--- src/hw/rtl/pgqm_pkg.sv ---
// Shared types and constants for the pixel grid quad mesher.
// No dependencies; imported by every module of the block.
package pgqm_pkg;

    localparam int CoordW       = 11;   // column, row and coordinate width
    localparam int NumW         = 21;   // vertex number width
    localparam int PixW         = 8;    // pixel value width
    localparam int CfgW         = 11;   // widest configuration register
    localparam int RegIdxW      = 1;    // configuration register index width
    localparam int TdataW       = 128;  // packed result fields, byte aligned
    localparam int OutDepth     = 8;    // output queue depth in records
    localparam int DefMaxWidth  = 1024;
    localparam int DefMaxHeight = 1024;

    localparam logic [CfgW-1:0] CfgResetVal = CfgW'(64);

    // Configuration register indexes
    localparam logic [RegIdxW-1:0] REG_IMAGE_WIDTH  = RegIdxW'(0);
    localparam logic [RegIdxW-1:0] REG_IMAGE_HEIGHT = RegIdxW'(1);

    // Record kinds
    localparam logic KIND_VERTEX = 1'b0;
    localparam logic KIND_QUAD   = 1'b1;

    // One entry of the previous-row store
    typedef struct packed {
        logic            filled;
        logic [NumW-1:0] number;
    } row_entry_t;

    // One result record
    typedef struct packed {
        logic              kind;
        logic [CoordW-1:0] vertex_x;
        logic [CoordW-1:0] vertex_y;
        logic [NumW-1:0]   vertex_number;
        logic [NumW-1:0]   corner_top_left;
        logic [NumW-1:0]   corner_bottom_left;
        logic [NumW-1:0]   corner_bottom_right;
        logic [NumW-1:0]   corner_top_right;
        logic              last;
    } record_t;

endpackage

--- src/hw/rtl/pgqm_out_fifo.sv ---
// Output record queue: takes up to two records a cycle, hands out one.
// Depends on pgqm_pkg.
module pgqm_out_fifo #(
    parameter int DEPTH = pgqm_pkg::OutDepth,
    parameter int CntW  = $clog2(DEPTH + 1)
) (
    input  logic                aclk,
    input  logic                aresetn,
    input  logic                push_a,
    input  pgqm_pkg::record_t   data_a,
    input  logic                push_b,
    input  pgqm_pkg::record_t   data_b,
    output logic [CntW-1:0]     count,
    output logic                out_valid,
    input  logic                out_ready,
    output pgqm_pkg::record_t   out_data
);
    import pgqm_pkg::*;

    localparam int PtrW = (DEPTH > 1) ? $clog2(DEPTH) : 1;

    record_t         mem_reg [DEPTH];
    logic [PtrW-1:0] wr_ptr_reg, wr_ptr_next;
    logic [PtrW-1:0] rd_ptr_reg, rd_ptr_next;
    logic [CntW-1:0] count_reg, count_next;
    logic [PtrW-1:0] wr_ptr_b;
    logic            pop;

    function automatic logic [PtrW-1:0] ptr_inc(input logic [PtrW-1:0] p);
        logic [PtrW-1:0] r;
        if (p == PtrW'(DEPTH - 1)) begin
            r = '0;
        end else begin
            r = p + PtrW'(1);
        end
        return r;
    endfunction

    assign pop       = out_valid && out_ready;
    assign out_valid = count_reg != '0;
    assign out_data  = mem_reg[rd_ptr_reg];
    assign count     = count_reg;
    assign wr_ptr_b  = ptr_inc(wr_ptr_reg);

    always_comb begin
        wr_ptr_next = wr_ptr_reg;
        if (push_a && push_b) begin
            wr_ptr_next = ptr_inc(wr_ptr_b);
        end else if (push_a) begin
            wr_ptr_next = wr_ptr_b;
        end
        rd_ptr_next = pop ? ptr_inc(rd_ptr_reg) : rd_ptr_reg;
        count_next  = count_reg + CntW'(push_a) + CntW'(push_b) - CntW'(pop);
    end

    always_ff @(posedge aclk) begin
        if (!aresetn) begin
            wr_ptr_reg <= '0;
            rd_ptr_reg <= '0;
            count_reg  <= '0;
        end else begin
            wr_ptr_reg <= wr_ptr_next;
            rd_ptr_reg <= rd_ptr_next;
            count_reg  <= count_next;
        end
    end

    always_ff @(posedge aclk) begin
        if (push_a) begin
            mem_reg[wr_ptr_reg] <= data_a;
        end
        if (push_a && push_b) begin
            mem_reg[wr_ptr_b] <= data_b;
        end
    end

endmodule

--- config.mk ---
export PLATFORM = sky130hd
export DESIGN_NAME = pgqm_out_fifo
export DESIGN_NICKNAME = d
export VERILOG_FILES = /design/src/hw/rtl/pgqm_pkg.sv /design/src/hw/rtl/pgqm_out_fifo.sv
export SDC_FILE = /design/constraint.sdc
export NUM_CORES = 1
export LEC_CHECK = 0
export ABC_AREA = 1
export BUFFER_PORTS_ARGS = -buffer_cell sky130_fd_sc_hd__buf_2
export CAP_MARGIN = 25
export CORE_ASPECT_RATIO = 0.8
export CORE_UTILIZATION = 28
export DETAILED_ROUTE_END_ITERATION = 8
export PLACE_DENSITY_LB_ADDON = 0.1
export SLEW_MARGIN = 40
export SYNTH_ARGS = -nofsm -noshare
export SYNTH_HDL_FRONTEND = slang
export SYNTH_SLANG_ARGS = --single-unit
--- constraint.sdc ---
create_clock -name aclk -period 31 [get_ports aclk]
set_clock_uncertainty 0.05 [all_clocks]
set_input_delay 3.1 -clock aclk [delete_from_list [all_inputs] [get_ports aclk]]
set_output_delay 3.1 -clock aclk [all_outputs]
set_load 0.02 [all_outputs]
# After elaboration in Yosys (flattened, before gate mapping)
# Memory sizes are Yosys's and may differ from the RTL's. A register that Yosys moved wholly into a read port is not among the register bits.
# Cells that the tools add are included.
# word_totals
ff_bits,10
ram_bits,1032
inputBits,263
wordCells,28
n_memories,1
# classes
n_addsub,6
eq_ne,3
mux,11
n_reduce_logical,4
# mem_list
name,depth,width,rd,rd_clocked_by_memory_dff,write_ports,line_no,rtl
mem_reg,8,129,1,1,2,pgqm_out_fifo.sv:22,record_t mem_reg [DEPTH];
# ops
operator,n
$mux 3,7
$add 3x1->3 const B,3
$eq 3x3->1 const B,3
$add 4x1->4,2
$mux 1,4
$reduce_bool 4->1,1
$sub 4x1->4,1
$logic_and 1x1->1,2
$reduce_bool 2->1,1

# Longest topological paths before layout
# Gate-level depths: netlist of the first run.
# logic_depth
word_depth,5
depth_mapped,11
mapped_depth_nobuf,11

# Least setup slack after synthesis of the first run
# No wires, ideal clock.
# synth_timing
path_type,in2reg
start,in push_a
end,mem mem_reg[3][0] (netlist bit) (enable)
t_arrival_ns,12.208
required_ns,30.154
slack_ns,17.946
stages,2
cell_sequence,nand2_1 -> o21ai_0
# synth_rtl
element,line_no,rtl
"start, declared",pgqm_out_fifo.sv:9,"input logic push_a,"
"end, declared",pgqm_out_fifo.sv:22,

==> run summary, run 1 <==
The congestion estimate from routability-driven global placement came to 0.749. Cells fill 32.5% of the core in the end. At the later pin of the worst-skew pair, clock insertion delay measures 0.78 ns. The detailed router finished its first iteration with 3443 violations. The cell depth of the worst flop-to-flop path was 10; the DRC violation count after routing was 0. The final instance area was 65600 um^2; the number of warnings issued by yosys was 0. The highest metal layer carrying signal wires in the routed design is met5.

Entering global routing, the biggest net connects 140 pins. The initial utilization of the core area, before any placement, comes to 28.3%. Summed over all nets, the half-perimeter wirelength after detailed placement is 114000 um.

The tools report the count of final hold-check violations as 0. In this run the static leakage power is 30.2 nW. Counting flops and latches in the post-synthesis netlist gives 1045.

The number of antenna violations at the first check in global routing is 49. The core area is 202000 um^2, and the number of buffers added by the clock tree synthesis step is 134. The type of the most critical hold path was flop to flop. The tools report the post-route antenna net violation count as 0. The run gives 7134 as the post-synthesis cell count. The synthesized area divided by synthesized cell count is 8.02 um^2, and the total die area is 206000 um^2.

The I/O pin total is 397, and the power per cell area is 70.2 nW/um^2. In this run the post-CTS setup repair buffer count came out at 0. Leading register cell type out of synthesis: sky130_fd_sc_hd__edfxtp_1. After the last flow step, the layout net total stands at 7600. The endpoint identified for the worst register-to-register timing path is mem_reg[2][61]. The number of flip-flops in the largest register was 1032; the cell count of the worst hold path was 2. The run gives 10.1k as the non-filler instance count after layout. The worst hold path begins at rd_ptr_reg[2]. From left edge to right edge, the die measures 507 um. In this run, placement finished with an instance count of 9866.

During placement, the flow inserted port buffers numbering 396. Clock root buffer: sky130_fd_sc_hd__clkbuf_16. For the post-synth net total, the log shows 7411.

The maximum level of the CTS H-tree came out at 4. The leftover overflow at the end of global routing is 0, and the transition time at the pin with the least slew margin is 0.896 ns. The worst setup path is captured at a primary output. Total vias in the final route: 45.4k. The worst setup path is launched from a flop. The logs give 43.5k for the number of global-route vias before repair and 0 ns for the accumulated negative setup slack.

After clock tree synthesis, the clock-pin slew on the worst setup and hold paths is 0.05 ns. In this run the vertical extent of the chip is 406 um. Overall power consumption after layout is estimated at 4.60 mW. Fraction of registers with async set/reset: 0%. For the met2 wire length, the log shows 98500 um. For flop-to-flop paths, the worst setup slack is 26.22 ns. The first detailed-routing pass took 5 iterations. For this block, wires on met1 add up to 94700 um.

The number of different library cells used by synthesis comes to 30. The number of buffers inserted by hold repair at cts came out at 0. The largest total area in the synthesized netlist belongs to sky130_fd_sc_hd__edfxtp_1. The tools report the number of max-cap violations as 0.

Post-CTS repair changed the size of 0 cells. The clock passes through at most 3 buffers. The worst path uses 24.2% of the clock period. After layout, the minimum clock period comes to 7.49 ns. The worst IR drop on VDD came out at 54.2 uV. The library cell used most frequently in the layout, excluding fill and tap cells, is sky130_fd_sc_hd__nand2_1. Summing all placed instances gives a cell area of 61300 um^2. The wire length of the first global-routing pass was 300000 um; the wire length per cell was 20.3 um. The count of flip-flops with a built-in enable after synthesis was 1032. The layout overhead on the synthesized area is 14.6%, and the fraction of final layout cells sized beyond drive strength 1 is 9.22%.

The flow ran to the end, and the final reports show no timing, DRC or antenna violations. In the detailed route, the total length drawn on met3 is 8380 um. The final-report setup violation count is 0, and the per-cell via count in the routed design is 4.49. For the worst relative slew slack, the log shows 40.3%.

Sorting the synthesized cells by area gives the leading types as sky130_fd_sc_hd__edfxtp_1, sky130_fd_sc_hd__nand2_1, sky130_fd_sc_hd__inv_1. Of all nets on the critical path, the largest fanout is 139. The mapped netlist covers 57200 um^2. For this design, the sink count on the clock tree is 1045. Type of the setup path with the least slack: flop to primary output. The share of the Yosys chip area taken by registers is 54.6%.

Timing would allow up to 133 MHz. The placement row count is 147. Top cell type's share of synthesized area: 54.2%. Leaving out fill and tap cells, the most frequent cells in the layout are sky130_fd_sc_hd__nand2_1, sky130_fd_sc_hd__inv_1, sky130_fd_sc_hd__edfxtp_1. Setup repair after global routing left no endpoint under its margin. The critical path data arrival time was 4.34 ns; the required time of the worst setup path was 27.85 ns.

The tools report the total wire length as 205000 um. In the global route stage, overall resource usage came out at 19.8%. The tools report the reg-to-reg startpoint as wr_ptr_reg[1].

The capture endpoint of the worst hold path is rd_ptr_reg[2]. TritonCTS built the clock tree. The run gives 0 as the number of pins with negative max-slew slack in the final report.
-- power breakdown --
part           switching, mW  internal [mW]  total (mW)
logic                   1.03          0.366        1.40
registers             0.0308           1.65        1.68
clock network          0.667          0.858        1.53
-- kinds of logic (layout without fill, tap and decap cells) --
family | after synthesis | after routing | synth area share, %
and+or+nand+nor | 3286 | 3286 | 22.9
other | 0 | 12 | 0
DFF | 1045 | 1045 | 54.6
buffers and inverters | 1739 | 2037 | 12.9
adders and majority gates | 14 | 14 | 0.333
xor gates and xnor gates | 1 | 1 | 0.0153
AOI/OAI and AO/OA | 1049 | 1049 | 9.19
-- synthesized netlist by cell type, types with 7 or more instances --
cell type,number
sky130_fd_sc_hd__nand2_1,2731
sky130_fd_sc_hd__inv_1,1311
sky130_fd_sc_hd__edfxtp_1,1032
sky130_fd_sc_hd__o21ai_0,676
sky130_fd_sc_hd__nand3_1,521
sky130_fd_sc_hd__o21ai_1,361
sky130_fd_sc_hd__buf_2,142
sky130_fd_sc_hd__clkbuf_1,128
sky130_fd_sc_hd__buf_6,68
sky130_fd_sc_hd__buf_4,36
sky130_fd_sc_hd__buf_1,27
sky130_fd_sc_hd__clkbuf_2,23
sky130_fd_sc_hd__nor2_1,16
sky130_fd_sc_hd__dfxtp_1,13
sky130_fd_sc_hd__ha_1,12
sky130_fd_sc_hd__nand2_2,7
-- through the flow --
| stage | hold slack [ns] | setup WS [ns] |
|---|---|---|
| 2_1_floorplan | 0.418 | 17.95 |
| 3_3_place_gp | 0.440 | 23.39 |
| 3_5_place_dp | 0.452 | 23.87 |
| 4_1_cts | 0.471 | 23.38 |
| 5_1_grt | 0.495 | 23.23 |
| 6_report | 0.465 | 23.51 |
-- final cells by class --
class,count,area (um^2)
fill,21347,136000
clock buffer,171,3510
clock inverter,74,641
multi-input combinational,4350,18700
sequential,1045,31300
tap,2682,3360
timing repair buffer,478,3080
antenna,12,30.0
inverter,1314,4970
-- worst max-delay path by stage --
stage	endpoint	slack [ns]	start	cells past startpoint
after floorplan	mem_reg[3][0]	17.95	push_a	2
after global placement	mem_reg[6][59]	23.39	push_a	8
after detailed placement	mem_reg[2][60]	23.87	push_a	8
after CTS	out_data[100]	23.38	flop	10
after global routing	out_data[98]	23.23	flop	10
final	out_data[98]	23.51	flop	10
-- metal layers --
| layer | vias up | global-route usage, % |
|---|---|---|
| met5 | - | 0 |
| met4 | 18 | 3.80 |
| met3 | 271 | 2.89 |
| met2 | 946 | 34.1 |
| met1 | 21240 | 26.3 |
| li1 | 22948 | - |
-- critical path: stages, from the launching register on --
cell                      delay [ns]
sky130_fd_sc_hd__dfxtp_4        0.46
sky130_fd_sc_hd__buf_12         0.24
sky130_fd_sc_hd__inv_12         0.51
sky130_fd_sc_hd__buf_6          0.66
sky130_fd_sc_hd__buf_4          0.74
sky130_fd_sc_hd__nand2_1        0.12
sky130_fd_sc_hd__nand3_1        0.11
sky130_fd_sc_hd__nand2_1        0.07
sky130_fd_sc_hd__nand2_1        0.06
sky130_fd_sc_hd__nand2_1        0.18
sky130_fd_sc_hd__buf_2          0.21
No activity file was read; power rests on OpenSTA's default activity.
==> run 2, diff against run 1 <==
- clock period: 31 -> 6.1 ns (I/O delays scaled with it)
==> run summary, run 2 (synthesis results as in run 1) <==
The run finished with clean final reports. The tools report the largest buffer count on any clock path as 3 (unchanged). The run gives 0.128 ns (was 0.465 ns) as the worst hold slack. The final core area utilization is 32.4% (was 32.5%). The tools report the destination of the worst register-to-register timing path as mem_reg[6][83] (was mem_reg[2][61]). Wire length the detailed router placed on met1: 91200 um (was 94700 um). The clock transition at the registers of the reported paths came out at 0.06 ns (was 0.05 ns).

Endpoint of the worst setup timing path: out_data[2] (was out_data[98]). The tools report the placement row count as 147 (unchanged). Standard cell area after detailed placement: 61300 um^2 (about the same). The wire length per cell was 19.9 um (was 20.3 um); the per-cell via count in the routed design was 4.50 (was 4.49). Largest fanout of any net on the critical path: 98 (was 139). The maximum level of the CTS H-tree was 4 (unchanged).

The iteration-0 DRC count of the detailed router came out at 3185 (was 3443). The highest layer used for signal routing is met5 (unchanged). The chip height is 406 um (unchanged). The logs give 45.5k (was 45.4k) for the total vias in the final route and 0 (unchanged) for the number of max-cap violations.

The tools report the met2 wire length as 97300 um (was 98500 um). The category of the worst setup path capture point was a primary output (unchanged). The layout overhead on the synthesized area was 14.1% (was 14.6%); the number of antenna violations at the first check in global routing was 69 (was 49). Leading cell types in the layout, fill and taps excluded: sky130_fd_sc_hd__nand2_1, sky130_fd_sc_hd__inv_1, sky130_fd_sc_hd__edfxtp_1 (unchanged). The tools report the reg-to-reg startpoint as wr_ptr_reg[0] (was wr_ptr_reg[1]). The routed wire length on met3 was 7980 um (was 8380 um). The leftover overflow at the end of global routing came out at 0 (unchanged). For the final instance area, the log shows 65300 um^2 (was 65600 um^2). The critical path data arrival time was 3.84 ns (was 4.34 ns); the worst IR drop on VDD was 229 uV (was 54.2 uV).

The clock sink total is 1045 (unchanged), and the global routing usage summed across all routing layers is 19.4% (was 19.8%). The power per cell area is 351 nW/um^2 (was 70.2 nW/um^2). The smallest setup slack after layout was 1.60 ns (was 23.51 ns); the number of buffers added by the clock tree synthesis step was 132 (was 134). The type of the most critical hold path is input port to flop (was flop to flop). For the routability congestion estimate from global placement, the log shows 0.763 (was 0.749). The run gives 2.36 ns (was 26.22 ns) as the setup slack on the worst flop-to-flop path.

Count of final hold-check violations: 0 (unchanged). The count of buffers inserted at the top-level ports was 396 (unchanged). The logs give 397 (unchanged) for the I/O pin total and 5.44 ns (was 27.85 ns) for the required time of the worst setup path. The non-filler instance count after layout was 10.1k (about the same). The leakage power came out at 30.0 nW (was 30.2 nW). The half-perimeter wire length after detailed placement came out at 110000 um (was 114000 um). The commonest non-fill, non-tap cell in the layout is sky130_fd_sc_hd__nand2_1 (unchanged).

The tools report the accumulated negative setup slack as 0 ns (unchanged). Cell depth of the worst flop-to-flop path: 9 (was 10). The tools report the number of gates resized after cts as 0 (unchanged). The post-CTS setup-driven buffer insertion count is 0 (unchanged), and the largest net degree at the start of global routing is 155 (was 140). The logs give 201000 um (was 205000 um) for the total wire length and 202000 um^2 (unchanged) for the core area. The logs give 294000 um (was 300000 um) for the wire length of the first global-routing pass and 0 (unchanged) for the number of pins with negative max-slew slack in the final report. The total die area was 206000 um^2 (unchanged).

The number of placed instances, taps included was 9858 (was 9866). The run gives 22.9 mW (was 4.60 mW) as the overall power. The tools report the element type at the critical path start as a flop (unchanged). Highest attainable clock frequency: 222 MHz. The fraction of final layout cells sized beyond drive strength 1 was 8.91% (was 9.22%); the worst relative slew slack was 41.3% (was 40.3%). The tools report the clock root buffer as sky130_fd_sc_hd__clkbuf_16 (unchanged).

The clock insertion delay at the later pin of the skew report is 0.76 ns (was 0.78 ns). The run gives 0 (unchanged) as the final-report setup violation count. For the post-route antenna net violation count, the log shows 0 (unchanged). The number of global-route vias before repair was 43.5k (about the same); the final critical path time including I/O delays and setup was 4.50 ns. The number of flip-flops in the largest register works out to 1032 (unchanged). Setup repair after global routing left no endpoint under its margin. The worst setup slack before clock tree synthesis was 2.23 ns (was 23.87 ns); the detailed-router iteration count before antenna repair was 6 (was 5). The number of buffers inserted by hold repair at cts came out at 0 (unchanged).

The final net count is 7589 (was 7600). Horizontal die dimension: 507 um (unchanged). TritonCTS built the clock tree. The transition time at the pin with the least slew margin came out at 0.880 ns (was 0.896 ns). The post-route fraction of the period consumed by the critical path was 73.7%.

The type of the setup path with the least slack is flop to primary output (unchanged). The initial standard-cell utilization of the core is 28.3% (unchanged), and the DRC violation count after routing is 0 (unchanged).
==> run 2: cell count changes in the layout (fill, tap and decap cells not counted), moves of 4 or more <==
cell	previous run	this run
sky130_fd_sc_hd__clkinv_2	14	9
sky130_fd_sc_hd__buf_4	26	30
sky130_fd_sc_hd__clkinv_1	35	28
sky130_fd_sc_hd__clkbuf_1	36	40
sky130_fd_sc_hd__diode_2	12	16
sky130_fd_sc_hd__buf_12	15	23
sky130_fd_sc_hd__buf_6	31	10
sky130_fd_sc_hd__bufinv_16	6	2
==> run 2: final cells by class <==
| cell class | instances | area, um^2 |
|---|---|---|
| Tap cell | 2682 | 3360 |
| Clock inverter | 50 | 348 |
| Timing Repair Buffer | 469 | 3060 |
| Antenna cell | 16 | 40.0 |
| Inverter | 1314 | 4970 |
| Sequential cell | 1045 | 31300 |
| Fill cell | 21243 | 136000 |
| Clock buffer | 176 | 3540 |
| Multi-Input combinational cell | 4350 | 18700 |
==> run 2: worst max-delay path, cell delays in order (launching register included) <==
cell	delay, ns
sky130_fd_sc_hd__dfxtp_4	0.57
sky130_fd_sc_hd__buf_4	0.71
sky130_fd_sc_hd__buf_12	0.23
sky130_fd_sc_hd__buf_16	0.38
sky130_fd_sc_hd__buf_16	0.37
sky130_fd_sc_hd__nand2_1	0.10
sky130_fd_sc_hd__nand3_1	0.10
sky130_fd_sc_hd__nand2_1	0.07
sky130_fd_sc_hd__nand2_1	0.07
sky130_fd_sc_hd__nand2_1	0.16
sky130_fd_sc_hd__buf_2	0.21
==> run 2: worst min-delay path by stage <==
stage | startpoint | endpoint | slack [ns] | depth (start not counted)
2_1_floorplan | rd_ptr_reg[1] | flop | 0.42 | 2
3_3_place_gp | rd_ptr_reg[1] | rd_ptr_reg[1] | 0.44 | 2
3_5_place_dp | rd_ptr_reg[1] | rd_ptr_reg[1] | 0.45 | 2
4_1_cts | aresetn | count[3] | 0.07 | 3
5_1_grt | aresetn | count[1] | 0.09 | 3
6_report | aresetn | count[1] | 0.13 | 3
==> run 2: power by group <==
group / internal [mW] / switching (mW) / total (mW)
logic: 1.87 / 5.16 / 7.03
registers: 8.37 / 0.134 / 8.51
clock network: 4.15 / 3.24 / 7.40
total: 14.4 / 8.54 / 22.9
==> run 2: per-layer routing <==
| metal | global-route usage [%] | up-vias |
|---|---|---|
| met5 | 0 | - |
| met4 | 4.81 | 30 |
| met3 | 2.93 | 285 |
| met2 | 33.4 | 895 |
| met1 | 25.2 | 21365 |
| li1 | - | 22883 |
